File: config.mk
export PLATFORM = sky130hd
export DESIGN_NAME = qs_fifo
export DESIGN_NICKNAME = d
export VERILOG_FILES = /design/src/hw/rtl/qs_fifo.sv
export SDC_FILE = /design/constraint.sdc
export NUM_CORES = 1
export LEC_CHECK = 0
export BUFFER_PORTS_ARGS = -buffer_cell sky130_fd_sc_hd__buf_2
export CAP_MARGIN = 5
export CORE_ASPECT_RATIO = 0.75
export CORE_UTILIZATION = 44
export CTS_CLUSTER_DIAMETER = 80
export DETAILED_ROUTE_END_ITERATION = 12
export MAX_ROUTING_LAYER = met4
export PLACE_DENSITY = 0.71
export SYNTH_ARGS = -nofsm -noshare
export SYNTH_HDL_FRONTEND = slang
export SYNTH_SLANG_ARGS = --single-unit
export TNS_END_PERCENT = 1
File: constraint.sdc
create_clock -name clk_i -period 1.8 [get_ports clk_i]
set_clock_uncertainty 0.1 [all_clocks]
set_input_delay 0.27 -clock clk_i [delete_from_list [all_inputs] [get_ports clk_i]]
set_output_delay 0.27 -clock clk_i [all_outputs]
set_load 0.05 [all_outputs]
File: src/hw/rtl/qs_fifo.sv
// qs_fifo: small register queue with full/empty flags
// used between front and back and on the result side; no package use
module qs_fifo #(
  parameter int unsigned WIDTH = 8,
  parameter int unsigned DEPTH = 2
) (
  input  logic             clk_i,
  input  logic             rst_ni,
  input  logic             push_i,
  input  logic [WIDTH-1:0] data_i,
  output logic             full_o,
  input  logic             pop_i,
  output logic [WIDTH-1:0] data_o,
  output logic             empty_o
);

  localparam int unsigned AW = (DEPTH > 1) ? $clog2(DEPTH) : 1;
  localparam int unsigned CW = $clog2(DEPTH + 1);

  logic [WIDTH-1:0] mem_q [DEPTH];
  logic [AW-1:0]    wr_q, rd_q;
  logic [CW-1:0]    cnt_q;
  logic             do_push, do_pop;

  assign full_o  = (cnt_q == CW'(DEPTH));
  assign empty_o = (cnt_q == '0);
  assign do_pop  = pop_i && !empty_o;
  // a beat may enter a full queue in the cycle its head leaves
  assign do_push = push_i && (!full_o || pop_i);
  assign data_o  = mem_q[rd_q];

  // pointers and fill count
  always_ff @(posedge clk_i or negedge rst_ni) begin
    if (!rst_ni) begin
      wr_q  <= '0;
      rd_q  <= '0;
      cnt_q <= '0;
    end else begin
      if (do_push) begin
        wr_q <= (wr_q == AW'(DEPTH - 1)) ? '0 : wr_q + AW'(1);
      end
      if (do_pop) begin
        rd_q <= (rd_q == AW'(DEPTH - 1)) ? '0 : rd_q + AW'(1);
      end
      cnt_q <= cnt_q + CW'(do_push) - CW'(do_pop);
    end
  end

  // storage
  always_ff @(posedge clk_i) begin
    if (do_push) begin
      mem_q[wr_q] <= data_i;
    end
  end

endmodule

# After elaboration in Yosys (flattened, before gate mapping)
# Memories as Yosys holds them, arrays and structs flattened.
# Cells that the tools add are included.
op_classes:
  n_addsub: 4
  eq_ne: 1
  muxes: 4
  reduce_logical: 6
ops:
  columns: ["operator", "n"]
  rows:
  - ["$mux 1", 4]
  - ["$add 1x1->1 const B", 2]
  - ["$add 2x1->2", 1]
  - ["$eq 2x2->1 const B", 1]
  - ["$logic_and 1x1->1", 2]
  - ["$logic_not 1->1", 2]
  - ["$logic_not 2->1", 1]
  - ["$sub 2x1->2", 1]
  - ["$logic_or 1x1->1", 1]
totals:
  register_bits: 4
  ramBits: 16
  in_bits: 12
  out_inout_bits: 10
  wordCells: 19
  memories: 1
mem_list:
  columns: ["name", "depth", "word_bits", "rd", "rd_ports_with_merged_regs", "wr", "line_no", "rtl"]
  rows:
  - ["mem_q", 2, 8, 1, 0, 1, "20", "logic [WIDTH-1:0] mem_q [DEPTH];"]

# Depth between registers and ports, before layout
depth:
  depth_word: 6
  ltp_mapped: 7
  mapped_depth_nobuf: 7

# Worst setup path after synthesis
# Ideal clock, no wire load.
synth_path:
  path_type: "flip-flop to flip-flop"
  startpoint: "register cnt_q[1]"
  endpoint: "register cnt_q[1]"
  setup_ps: 125
  arrival_ps: 1421
  t_required_ps: 1575
  path_slack_ps: 154
  path_stages_with_launch: 8
  n_path_buf: 0
  synth_period_minus_slack_ps: 1646
  cell_sequence: "dfrtp_1 -> nor3b_4 -> nand2b_1 -> ha_1 -> inv_1 -> ha_1 -> xnor2_1 -> xnor2_1"
synth_between:
  elab_chain_cells: 6
  word_cells_on_any_way: 9
  cone_classes: "add/sub (2); eq/ne (1); reduce/logical (6)"
synth_lines:
  columns: ["item", "line_no", "rtl"]
  rows:
  - ["start: declaration", "22", "logic [CW-1:0] cnt_q;"]
  - ["start signal: assignment", "45", "cnt_q <= cnt_q + CW'(do_push) - CW'(do_pop);"]
  - ["$eq 2x2->1", "25", "assign full_o = (cnt_q == CW'(DEPTH));"]
  - ["$logic_not 1->1", "29", "assign do_push = push_i && (!full_o || pop_i);"]
  - ["$logic_or 1x1->1", "29", null]
  - ["$logic_and 1x1->1", "29", null]
  - ["$add 2x1->2", "45", null]
  - ["$sub 2x1->2 (*)", "45", null]
# Mark *: on every way between the ends. The rest lies on a longest branch, timed or not.
# A chain may end at the register's enable or synchronous reset.

# Worst setup path in the final report
# Ends and elaborated chain as after synthesis.

==> Implementation_results.wiki <==
{| class="wikitable"
! Metric !! Value
|-
| Cell count after synthesis || 46
|-
| Total Die Area || 0.002035 sq mm
|-
| Overall Global Routing Usage || 13.97%
|-
| Data arrival at the endpoint of the critical path || 1850 ps
|-
| Wire length of the first global-routing pass || 1780 um
|-
| Number of I/O port buffers || 21
|-
| Hold Fails Final Rpt || 0
|-
| Number of max-cap violations || 0
|-
| Syn_area_per_cell || 17.76 sq um
|-
| Final setup vio count || 0
|-
| Type of the worst setup path || register to register
|-
| Number of buffers created by CTS || 3
|-
| Std cell rows || 13
|-
| Post-detailed-route wirelength per cell || 13.52 um
|-
| First DRT Iteration DRCs || 2
|-
| Filler cell count in the final layout || 139
|-
| Number of remaining DRC errors || 0
|-
| Share of the synthesized area in the top cell type || 58.81%
|-
| X dimension of the die || 51.76 um
|-
| Yosys synthesis warning count || 0
|-
| Worst-skew pair later-pin latency || 290 ps
|-
| Flip-flop and latch count after synthesis || 20
|-
| Initial antenna violation count || 0
|-
| Time the final worst path needs with I/O delays and setup || 1762 ps
|-
| Detailed Route WL || 1257 um
|-
| Met1 WL || 542 um
|-
| Startpoint of the most critical register-to-register path || cnt_q[1]
|-
| F_max || 0.5676 GHz
|-
| Relative max-transition margin || 53.51%
|-
| Standard cell core area || 0.001740 sq mm
|-
| Via count of the first global-routing pass || 399
|-
| Total vias in the final route || 454
|-
| Hold_sp || data_i[0]
|-
| Fin Setup TNS || 0 ps
|-
| Crit start category || register
|-
| Post-synth top area cell || edfxtp_1
|-
| Clock root buffer || clkbuf_4
|-
| Clock input transition at the sequential cells of the worst setup and hold paths || 110 ps
|-
| Pre-antenna DRT Iters || 4
|-
| Layout net count || 86
|-
| DR WL met3 || 63 um
|-
| WP data required || 1880 ps
|-
| Crit. End Element || register
|-
| Routability congestion estimate || 0.7653
|-
| Peak VDD IR || 0.001169 V
|-
| Vias per cell || 4.882
|-
| Unique cell type count in the Yosys netlist || 17
|-
| Antenna Nets Post-Route || 0
|-
| Post-route setup slack || 38.16 ps
|-
| CTS H-Tree Depth || 1
|-
| DR WL met2 || 643 um
|-
| Number of nets in the synthesized netlist || 60
|-
| Unrepaired setup endpoints after global routing || yes
|-
| Maximum clock insertion buffer count || 2
|-
| Total congestion overflow || 0
|-
| Largest net degree at the start of global routing || 13
|-
| Die Ht || 39.32 um
|-
| Ports || 22
|-
| Hold Path Class || input pin to register
|-
| Status || finished clean
|-
| Seq/Total Area, Yosys || 71.06%
|-
| Final Max Slew Viols || 0
|-
| Crit path max fanout || 6
|-
| Synthesis-to-layout area growth || 24.96%
|-
| HPWL after detailed placement || 898.6 um
|-
| Initial standard-cell utilization of the core || 46.94%
|-
| Biggest area contributors in the synthesized netlist || edfxtp_1 59%, dfrtp_1 12%, mux2_1 5.5%
|-
| Clock tree from TritonCTS || yes
|-
| Proportion of layout cells with a drive suffix above 1 || 47.89%
|-
| Sinks on the clock net || 20
|-
| Leakage power summed over all cells || 0.4080 nW
|-
| Worst slack at placement || 58.52 ps
|-
| Antenna diode count || 0
|-
| Area of the mapped netlist || 817.0 sq um
|-
| Highest metal layer with signal wires || met4
|-
| Power per standard cell area || 1874 mW/mm^2
|-
| Worst-Margin Slew || 694.8 ps
|-
| Tcrit/Tclk final || 97.88%
|-
| Core occupancy in the finished layout || 58.66%
|-
| Crit. Startpoint || cnt_q[1]
|-
| Slack of the worst reg-to-reg path || 40 ps
|}
-- cell usage in the layout, fill, tap and decap left out --
cell	instances
dfrtp_2	3
dlygate4sd3_1	1
dfrtp_1	1
xor2_1	1
xnor2_2	1
edfxtp_1	16
xnor2_1	1
and3b_1	1
nand2b_1	3
clkbuf_4	3
buf_4	1
nor3b_4	1
o21a_1	1
inv_1	1
nand4bb_1	1
mux2_2	4
ha_1	2
nor2_1	2
buf_2	20
o211ai_1	1
nor2b_1	1
mux2_1	4
bufinv_16	1
-- layout make-up --
class	instances	area [sq um]	share of cell area, %
clock buffers	3	22.52	2.206
well taps	22	27.53	2.696
flip-flops and latches	20	584.3	57.23
inverters	1	3.754	0.3676
repair buffers	22	117.6	11.52
clock inverters	1	30.03	2.941
multi-input cells	24	235.2	23.04
-- Yosys cell counts (all sizes together) --
library cell,count
xor2,1
nor2b,1
o21a,1
xnor2,2
nand4bb,1
buf,1
nor2,2
nand2b,3
o211ai,1
inv,1
dfrtp,4
edfxtp,16
nor3b,1
ha,2
and3b,1
mux2,8
-- worst paths after layout --
path	to	depth (start not counted)
setup / recovery	cnt_q[1]	7
hold / removal	mem_q[1][0]	1
setup reg to reg	cnt_q[1]	7
hold reg to reg	cnt_q[1]	1
max in group asynchronous	cnt_q[0]	2
min in group asynchronous	rd_q	2
-- metal layers --
layer,up-vias,track usage [%]
met4,0,6.757
met1,212,15.63
met5,-,-
li1,222,-
met2,18,20.45
met3,2,7.752
-- through the flow --
step | hold slack, ps | instances | cell area (sq um) | power [mW]
finish | 55.77 | 93 | 1021 | 1.913
global route | 27.33 | 93 | 1021 | 2.014
floorplan | -125.6 | 46 | 817.0 | 1.369
CTS | 45.56 | 93 | 1008 | 1.902
global placement | -15.86 | 88 | 944.7 | 1.519
detailed placement | -18.07 | 88 | 944.7 | 1.541
-- registers in the layout, indices dropped and copies added, names as in the netlist --
register and count:
rd_q 1, mem_q 16, cnt_q 2, wr_q 1
-- power by group --
group | switching [mW] | internal (mW) | total [mW]
sequential | 0.109 | 0.646 | 0.755
combinational | 0.538 | 0.266 | 0.804
clock | 0.130 | 0.225 | 0.355
total | 0.776 | 1.14 | 1.91
-- critical path, stage by stage (launching register included) --
cell,delay (ps)
dfrtp_2,450
nor3b_4,170
nand2b_1,140
ha_1,270
inv_1,40
ha_1,200
xnor2_2,150
xnor2_1,130
-- kinds of logic after synthesis --
| kind of cell | share of synthesized area [%] |
|---|---|
| DFF | 71.06 |
| and+or+nand+nor | 8.730 |
| muxes | 11.03 |
| xor gates and xnor gates | 3.217 |
| AOI/OAI and AO/OA | 1.838 |
| buffers and inverters | 1.071 |
| adders and majority gates | 3.062 |
-- what timing repair did --
item | 4_1_cts | 5_1_grt
pin swaps | 0 | 1
hold buffers | 1 | 0
setup buffers | 0 | 0
gates resized for setup | 1 | 5
setup endpoints to repair | 8 | 7
endpoints found under the hold margin | 4 | 0
No activity file was read; power rests on OpenSTA's default activity.
