$ cat config.mk
export PLATFORM = sky130hd
export DESIGN_NAME = qs_front
export DESIGN_NICKNAME = d
export VERILOG_FILES = /design/src/hw/rtl/qs_pkg.sv /design/src/hw/rtl/qs_front.sv
export SDC_FILE = /design/constraint.sdc
export NUM_CORES = 2
export LEC_CHECK = 0
export BUFFER_PORTS_ARGS = -buffer_cell sky130_fd_sc_hd__buf_2
export CORE_ASPECT_RATIO = 1.75
export CORE_UTILIZATION = 58
export CTS_CLUSTER_SIZE = 8
export DETAILED_ROUTE_END_ITERATION = 10
export HOLD_SLACK_MARGIN = 0.08
export PLACE_DENSITY_LB_ADDON = 0.15
export RECOVER_POWER = 100
export SLEW_MARGIN = 20
export SYNTH_ARGS = -nofsm -noshare
export SYNTH_HDL_FRONTEND = slang
export SYNTH_SLANG_ARGS = --single-unit
export TNS_END_PERCENT = 50
$ cat constraint.sdc
create_clock -name clk_i -period 13.3 [get_ports clk_i]
set_clock_uncertainty 0.1 [all_clocks]
set_input_delay 0.665 -clock clk_i [delete_from_list [all_inputs] [get_ports clk_i]]
set_output_delay 0.665 -clock clk_i [all_outputs]
set_load 0.02 [all_outputs]
$ cat src/hw/rtl/qs_pkg.sv
// qs_pkg: constants and the arctangent table of the quaternion slerp block
// no dependencies
package qs_pkg;

  // weight of one in Q1.16
  localparam logic [16:0] T_ONE = 17'd65536;

  // cordic gain correction in Q30
  localparam logic signed [33:0] GAIN_Q30 = 34'sd652032874;

  // pi/2 in Q30
  localparam logic [30:0] HALF_PI_Q30 = 31'd1686629713;

  // one in Q30, as a 31 bit weight
  localparam logic [30:0] ONE_Q30 = 31'd1073741824;

  // atan(2^-i) in Q30
  function automatic logic [30:0] atan_q30(input logic [4:0] idx);
    logic [30:0] val;
    unique case (idx)
      5'd0:  val = 31'd843314857;
      5'd1:  val = 31'd497837829;
      5'd2:  val = 31'd263043837;
      5'd3:  val = 31'd133525159;
      5'd4:  val = 31'd67021687;
      5'd5:  val = 31'd33543516;
      5'd6:  val = 31'd16775851;
      5'd7:  val = 31'd8388437;
      5'd8:  val = 31'd4194283;
      5'd9:  val = 31'd2097149;
      5'd10: val = 31'd1048576;
      5'd11: val = 31'd524288;
      5'd12: val = 31'd262144;
      5'd13: val = 31'd131072;
      5'd14: val = 31'd65536;
      5'd15: val = 31'd32768;
      5'd16: val = 31'd16384;
      5'd17: val = 31'd8192;
      5'd18: val = 31'd4096;
      5'd19: val = 31'd2048;
      5'd20: val = 31'd1024;
      5'd21: val = 31'd512;
      5'd22: val = 31'd256;
      5'd23: val = 31'd128;
      5'd24: val = 31'd64;
      5'd25: val = 31'd32;
      5'd26: val = 31'd16;
      5'd27: val = 31'd8;
      5'd28: val = 31'd4;
      5'd29: val = 31'd2;
      5'd30: val = 31'd1;
      5'd31: val = 31'd0;
    endcase
    return val;
  endfunction

endpackage

$ cat src/hw/rtl/qs_front.sv
// qs_front: takes input beats, forms the 4-d dot product and picks the blend kind
// uses qs_pkg; feeds the queue in front of qs_back
module qs_front #(
  parameter int unsigned COMPONENT_BITS = 16
) (
  input  logic                             clk_i,
  input  logic                             rst_ni,
  input  logic                             push_i,
  output logic                             full_o,
  input  logic signed [COMPONENT_BITS-1:0] from_x_i,
  input  logic signed [COMPONENT_BITS-1:0] from_y_i,
  input  logic signed [COMPONENT_BITS-1:0] from_z_i,
  input  logic signed [COMPONENT_BITS-1:0] from_w_i,
  input  logic signed [COMPONENT_BITS-1:0] to_x_i,
  input  logic signed [COMPONENT_BITS-1:0] to_y_i,
  input  logic signed [COMPONENT_BITS-1:0] to_z_i,
  input  logic signed [COMPONENT_BITS-1:0] to_w_i,
  input  logic [16:0]                      blend_weight_i,
  input  logic                             near_threshold_we_i,
  input  logic [13:0]                      near_threshold_i,
  output logic                             q_push_o,
  output logic [8*COMPONENT_BITS+48:0]     q_data_o,
  input  logic                             q_full_i
);

  localparam int unsigned C  = COMPONENT_BITS;
  localparam int unsigned SH = 32 - COMPONENT_BITS;

  logic [13:0]          thr_q;
  logic                 f1_vld_q;
  logic signed [C-1:0]  fr_q [4];
  logic signed [C-1:0]  tv_q [4];
  logic [16:0]          t_q;
  logic signed [33:0]   prod_q [4];

  logic signed [C-1:0]  fr_in [4];
  logic signed [C-1:0]  tv_in [4];
  logic signed [31:0]   fw [4];
  logic signed [31:0]   tw [4];
  logic signed [63:0]   pr [4];
  logic [16:0]          t_clamp;
  logic                 fe;
  logic signed [35:0]   dot, dabs;
  logic signed [36:0]   gap, thr_wide;
  logic                 neg, lin;

  assign fr_in[0] = from_x_i;
  assign fr_in[1] = from_y_i;
  assign fr_in[2] = from_z_i;
  assign fr_in[3] = from_w_i;
  assign tv_in[0] = to_x_i;
  assign tv_in[1] = to_y_i;
  assign tv_in[2] = to_z_i;
  assign tv_in[3] = to_w_i;

  // stage advances unless its beat cannot leave
  assign fe     = !(f1_vld_q && q_full_i);
  assign full_o = !fe;

  // threshold register
  always_ff @(posedge clk_i or negedge rst_ni) begin
    if (!rst_ni) begin
      thr_q <= 14'd1;
    end else if (near_threshold_we_i) begin
      thr_q <= near_threshold_i;
    end
  end

  // widen to q30 and multiply, products rounded down to q30
  always_comb begin
    for (int k = 0; k < 4; k++) begin
      fw[k] = 32'(fr_in[k]) <<< SH;
      tw[k] = 32'(tv_in[k]) <<< SH;
      pr[k] = 64'(fw[k]) * 64'(tw[k]);
    end
  end

  assign t_clamp = (blend_weight_i > qs_pkg::T_ONE) ? qs_pkg::T_ONE : blend_weight_i;

  // input stage valid
  always_ff @(posedge clk_i or negedge rst_ni) begin
    if (!rst_ni) begin
      f1_vld_q <= 1'b0;
    end else if (fe) begin
      f1_vld_q <= push_i;
    end
  end

  // input stage payload
  always_ff @(posedge clk_i) begin
    if (fe && push_i) begin
      for (int k = 0; k < 4; k++) begin
        fr_q[k]   <= fr_in[k];
        tv_q[k]   <= tv_in[k];
        prod_q[k] <= pr[k][63:30];
      end
      t_q <= t_clamp;
    end
  end

  // dot sum, shorter arc and near test
  always_comb begin
    dot      = 36'(prod_q[0]) + 36'(prod_q[1]) + 36'(prod_q[2]) + 36'(prod_q[3]);
    neg      = dot[35];
    dabs     = neg ? -dot : dot;
    gap      = (37'sd1 <<< 30) - 37'(dabs);
    thr_wide = $signed({7'd0, thr_q, 16'd0});
    lin      = !(gap > thr_wide);
  end

  assign q_push_o = f1_vld_q && !q_full_i;
  assign q_data_o = {fr_q[0], fr_q[1], fr_q[2], fr_q[3],
                     tv_q[0], tv_q[1], tv_q[2], tv_q[3],
                     neg, t_q, lin, dabs[29:0]};

endmodule

# Word-level counts from Yosys, hierarchy flattened
# Memory sizes are Yosys's and may differ from the RTL's.
# Cells that the tools add are included.
# classes
n_mux	3
order_cmp	2
reduce_logical	6
multipliers	4
add_sub_neg	5
# ops
cell	n
16-bit by 16-bit multiplier with 32-bit output	4
37-bit by 31-bit > comparator with 1-bit output	1
32-bit by 36-bit subtractor with 37-bit output (first input constant)	1
35-bit by 34-bit adder with 36-bit output	1
36-bit by 34-bit adder with 36-bit output	1
36-bit 2-to-1 mux	1
36-bit negation	1
34-bit by 34-bit adder with 35-bit output	1
17-bit > comparator (second input constant)	1
1-bit logical AND	3
1-bit zero test	3
1-bit 2-to-1 mux	2
# word_totals
out_inout_bits	179
regBits	32
mem_bits_rw	256
memories	3
# memory_table
memory	words	word_bits	read_ports	rd_ports_with_merged_regs	write_ports	line_no	rtl
prod_q	4	32	4	0	4	qs_front.sv:34	logic signed [33:0] prod_q [4];
fr_q	4	16	4	0	4	qs_front.sv:31	logic signed [C-1:0] fr_q [4];
tv_q	4	16	4	0	4	qs_front.sv:32	logic signed [C-1:0] tv_q [4];

# Depth between registers and ports, before layout
# An unclocked memory read counts as a cell.
# logic_depth
depth_word	9
mapped_depth	39
mapped_depth_nobuf	36

# Worst setup path before layout
# OpenSTA, ideal clock, no wires.
# synth_path
path_kind	input port to flip-flop
from	input port q_full_i
to	memory fr_q[0][0] (netlist name), enable pin
path_stages	2
path_buffers	0
setup_time_ps	938
t_arrival_ps	12802
setup_slack_ps	-540
path_cell_list	and2_1 > nor2b_1
# synth_lines
element	line_no	rtl
from (decl)	qs_front.sv:23	input logic q_full_i
to (decl)	qs_front.sv:31	

==> impl_metrics.prom <==
# TYPE chip_impl_metric gauge
chip_impl_metric{name="final-seq-area",unit="mm2"} 0.00857
chip_impl_metric{name="global_route.overflow_total",unit=""} 0
chip_impl_info{name="synth.area.top_cells",value="sky130_fd_sc_hd__fa_1 42%, sky130_fd_sc_hd__edfxtp_1 15%, sky130_fd_sc_hd__inv_1 9.2%"} 1
chip_impl_metric{name="critical_path_maximum_fanout",unit=""} 77
chip_impl_metric{name="worstPathRequired",unit="ns"} 13.32
chip_impl_info{name="critical_path.cell_chain",value="and2_0 > nor2b_1 > clkbuf_1 > clkbuf_1 > clkbuf_1"} 1
chip_impl_info{name="regToRegStartpoint",value="f1_vld_q$_DFFE_PN0N_"} 1
chip_impl_metric{name="global_route_wire_length_before_repair",unit="um"} 214000
chip_impl_info{name="min_delay_worst_type",value="input pin to flop"} 1
chip_impl_metric{name="fillerInstances",unit=""} 7818
chip_impl_info{name="worst_hold_path_endpoint",value="f1_vld_q$_DFFE_PN0N_"} 1
chip_impl_metric{name="antenna_violations_before_repair",unit=""} 2
chip_impl_metric{name="timing.max_cap.violations",unit=""} 4
chip_impl_info{name="critical-path-slowest-cell",value="sky130_fd_sc_hd__clkbuf_1"} 1
chip_impl_metric{name="timing.slew.headroom",unit="%"} -167
chip_impl_metric{name="finalWirelength",unit="um"} 132000
chip_impl_metric{name="fin_nets",unit=""} 7210
chip_impl_metric{name="final_antenna_net_count",unit=""} 0
chip_impl_metric{name="syn_inst_count",unit=""} 5322
chip_impl_metric{name="max_slew.worst_pin.slew",unit="ns"} 4.01
chip_impl_info{name="critical_path.most_common_cell",value="sky130_fd_sc_hd__clkbuf_1"} 1
chip_impl_metric{name="hpwl",unit="um"} 109000
chip_impl_metric{name="timing.reg2reg.worst_path_depth",unit=""} 5
chip_impl_metric{name="setup_violations",unit=""} 0
chip_impl_metric{name="vias",unit=""} 37200
chip_impl_metric{name="synth.top_cell.area_share",unit="%"} 42.0
chip_impl_metric{name="hold_path_depth",unit=""} 2
chip_impl_info{name="tritoncts_clock_tree",value="done"} 1
chip_impl_metric{name="number_of_enable_type_register_cells_in_the_synthesized_netlist",unit=""} 273
chip_impl_metric{name="floorplan_core_area",unit="mm2"} 0.0906
chip_impl_metric{name="setup_tns",unit="ns"} 0
chip_impl_info{name="library_cell_with_the_highest_instance_count_after_synthesis",value="sky130_fd_sc_hd__inv_1"} 1
chip_impl_metric{name="clock_latency",unit="ns"} 0.60
chip_impl_info{name="synth_ff_type",value="sky130_fd_sc_hd__edfxtp_1"} 1
chip_impl_metric{name="area_growth",unit="%"} 6.57
chip_impl_metric{name="timing.final.hold_violations",unit=""} 0
chip_impl_metric{name="yosysUniqueCellTypes",unit=""} 102
chip_impl_metric{name="drive_gt1_share",unit="%"} 2.38
chip_impl_metric{name="design.portCount",unit=""} 343
chip_impl_metric{name="die_h",unit="um"} 402
chip_impl_metric{name="dieArea",unit="mm2"} 0.0928
chip_impl_metric{name="finish.utilization",unit="%"} 62.4
chip_impl_metric{name="clk_pin_slew",unit="ns"} 0.05
chip_impl_metric{name="cts_max_level",unit=""} 2
chip_impl_metric{name="yosysWarningCount",unit=""} 0
chip_impl_metric{name="drv_slew",unit=""} 268
chip_impl_metric{name="clkSinkCount",unit=""} 288
chip_impl_metric{name="ys_seq_area_share",unit="%"} 16.2
chip_impl_metric{name="finalCritPeriodShare",unit="%"} 80.1
chip_impl_metric{name="synth_async_sr_flop_share",unit="%"} 5.21
chip_impl_info{name="worst-setup-path-type",value="flop to flop"} 1
chip_impl_info{name="synthTopCellsByCount",value="1299 x sky130_fd_sc_hd__inv_1, 1113 x sky130_fd_sc_hd__fa_1, 669 x sky130_fd_sc_hd__nand2_1"} 1
chip_impl_metric{name="crit_arrival",unit="ns"} 10.68
chip_impl_info{name="hold_start",value="push_i"} 1
chip_impl_info{name="worst_setup_path_end_kind",value="flop"} 1
chip_impl_info{name="cts_root_buffer",value="sky130_fd_sc_hd__clkbuf_16"} 1
chip_impl_metric{name="remaining_drc_errors",unit=""} 0
chip_impl_metric{name="netlist_area",unit="mm2"} 0.0531
chip_impl_metric{name="dieWidth",unit="um"} 231
chip_impl_metric{name="core.rowCount",unit=""} 146
chip_impl_metric{name="portBuffers",unit=""} 340
chip_impl_metric{name="place.gp.congestion",unit=""} 0.933
chip_impl_info{name="timing.critical_path.from_type",value="flop"} 1
chip_impl_metric{name="start_util",unit="%"} 58.6
chip_impl_metric{name="max_freq",unit="GHz"} 0.0939
chip_impl_metric{name="number_of_buffers_inserted_to_repair_setup_after_cts",unit=""} 0
chip_impl_metric{name="multi_input_area",unit="mm2"} 0.0390
chip_impl_info{name="failed_checks",value="capacitance limit, slew limit"} 1
chip_impl_metric{name="postSynthAreaPerCell",unit="um2"} 9.97
chip_impl_info{name="reg_to_reg_end",value="tv_q[0][2]$_DFFE_PP_"} 1
chip_impl_metric{name="grt.total_usage",unit="%"} 29.9
chip_impl_metric{name="synth-seq-cells",unit=""} 288
chip_impl_metric{name="firstDrtPassIters",unit=""} 9
chip_impl_metric{name="numCtsBuffers",unit=""} 44
chip_impl_metric{name="maximum_number_of_pins_on_one_net_before_global_route_repair",unit=""} 78
chip_impl_info{name="yosysTopAreaCell",value="sky130_fd_sc_hd__fa_1"} 1
chip_impl_metric{name="finalCriticalPeriod",unit="ns"} 10.65
chip_impl_metric{name="clock_path_buffers",unit=""} 3
chip_impl_metric{name="max_stage_delay",unit="ns"} 2.97
chip_impl_metric{name="rrSetupSlack",unit="ns"} 2.65
chip_impl_info{name="status",value="finished with violations"} 1
chip_impl_metric{name="first_global_vias",unit=""} 41405
chip_impl_metric{name="avgRoutedWirePerCell",unit="um"} 19.5
chip_impl_metric{name="vias_per_cell",unit=""} 5.50
chip_impl_metric{name="detail_route.iter0.violations",unit=""} 1719
chip_impl_info{name="rsz0062_at_grt",value="no"} 1
-- metrics by stage --
stage | cells | hold WS, ns | cell area, um2 | setup WS, ns
final | 6764 | 0.169 | 56600 | 2.65
after CTS | 6762 | 0.146 | 57000 | 3.72
after floorplan | 5323 | 0.269 | 53100 | 4.72
after detailed placement | 6694 | 0.493 | 55700 | 4.42
after global placement | 6694 | 0.486 | 55700 | 4.54
after global routing | 6762 | 0.174 | 56600 | 1.85
-- flip-flops by register name, indices dropped and copies added, names as in the netlist --
name and cells:
t_q 17, f1_vld_q 1, prod_q 128, fr_q 64, tv_q 64, thr_q 14
-- layout by cell type, fill, tap and decap left out, types with 4 or more instances in the layout --
cell / instances
sky130_fd_sc_hd__a21oi_1: 112
sky130_fd_sc_hd__a21boi_0: 4
sky130_fd_sc_hd__o211a_1: 5
sky130_fd_sc_hd__a31oi_1: 19
sky130_fd_sc_hd__dfrtp_1: 14
sky130_fd_sc_hd__nand2_1: 669
sky130_fd_sc_hd__a21o_1: 54
sky130_fd_sc_hd__nand2b_1: 76
sky130_fd_sc_hd__edfxtp_1: 273
sky130_fd_sc_hd__buf_2: 37
sky130_fd_sc_hd__xor2_1: 48
sky130_fd_sc_hd__nor3_1: 41
sky130_fd_sc_hd__nor2_1: 101
sky130_fd_sc_hd__clkbuf_16: 44
sky130_fd_sc_hd__nand4_1: 21
sky130_fd_sc_hd__mux2i_1: 8
sky130_fd_sc_hd__a41oi_1: 7
sky130_fd_sc_hd__or2_2: 7
sky130_fd_sc_hd__o211ai_1: 10
sky130_fd_sc_hd__and2_0: 27
sky130_fd_sc_hd__nand3_1: 41
sky130_fd_sc_hd__o21a_1: 14
sky130_fd_sc_hd__and3_1: 16
sky130_fd_sc_hd__inv_1: 1300
sky130_fd_sc_hd__o21ai_0: 74
sky130_fd_sc_hd__nor2b_1: 43
sky130_fd_sc_hd__xnor2_1: 158
sky130_fd_sc_hd__and2_1: 368
sky130_fd_sc_hd__nor4_1: 9
sky130_fd_sc_hd__a211oi_1: 10
sky130_fd_sc_hd__o21bai_1: 23
sky130_fd_sc_hd__fa_1: 1113
sky130_fd_sc_hd__ha_1: 376
sky130_fd_sc_hd__or3_1: 12
sky130_fd_sc_hd__clkbuf_1: 321
sky130_fd_sc_hd__o31ai_1: 12
-- worst max-delay path: cells and delay by family (launching register included) --
family,cells,cell delay (ns)
flops,1,0.37
buf+inv,3,8.54
simple gates,2,0.99
-- cell families after synthesis --
family / synth area share (%)
simple gates: 13.6
xor+xnor: 3.53
buf+inv: 10.4
flops: 16.2
other cells: 0.00707
compound gates: 5.25
mux: 0.240
fa+ha+maj: 50.8
-- area by class of cell --
| type | instances | share of cell area [%] |
|---|---|---|
| flip-flops and latches | 288 | 15.2 |
| clock inverters | 8 | 0.257 |
| inverters | 1300 | 8.63 |
| multi-input cells | 3578 | 68.9 |
| well taps | 1184 | 2.62 |
| repair buffers | 345 | 2.38 |
| diodes | 2 | 0.00885 |
| clock buffers | 59 | 2.06 |
-- how the worst max path moves through the flow --
stage	startpoint	end	slack, ns	depth (start not counted)
final	f1_vld_q$_DFFE_PN0N_	tv_q[0][2]$_DFFE_PP_	2.65	5
after global routing	f1_vld_q$_DFFE_PN0N_	fr_q[0][5]$_DFFE_PP_	1.85	5
after CTS	prod_q[3][1]$_DFFE_PP_	q_data_o[30]	3.72	37
after detailed placement	prod_q[3][1]$_DFFE_PP_	q_data_o[30]	4.42	37
after global placement	prod_q[3][1]$_DFFE_PP_	q_data_o[30]	4.54	37
after floorplan	q_full_i	fr_q[0][0]$_DFFE_PP_	4.72	2
-- per-layer routing --
layer,routed length [um],vias up,GRT usage (%)
li1,-,16486,-
met1,44400,19200,31.4
met2,72400,1058,56.5
met3,5280,452,3.21
met4,9500,4,18.3
met5,25,-,0
-- timing repair --
| item | CTS | global route |
|---|---|---|
| hold buffers | 1 | 0 |
| hold endpoints to repair | 14 | 0 |
| gates resized for setup | 0 | 0 |
Power is not shown: default switching activity piles up to over one toggle a cycle in this logic, so the estimate is an artifact.
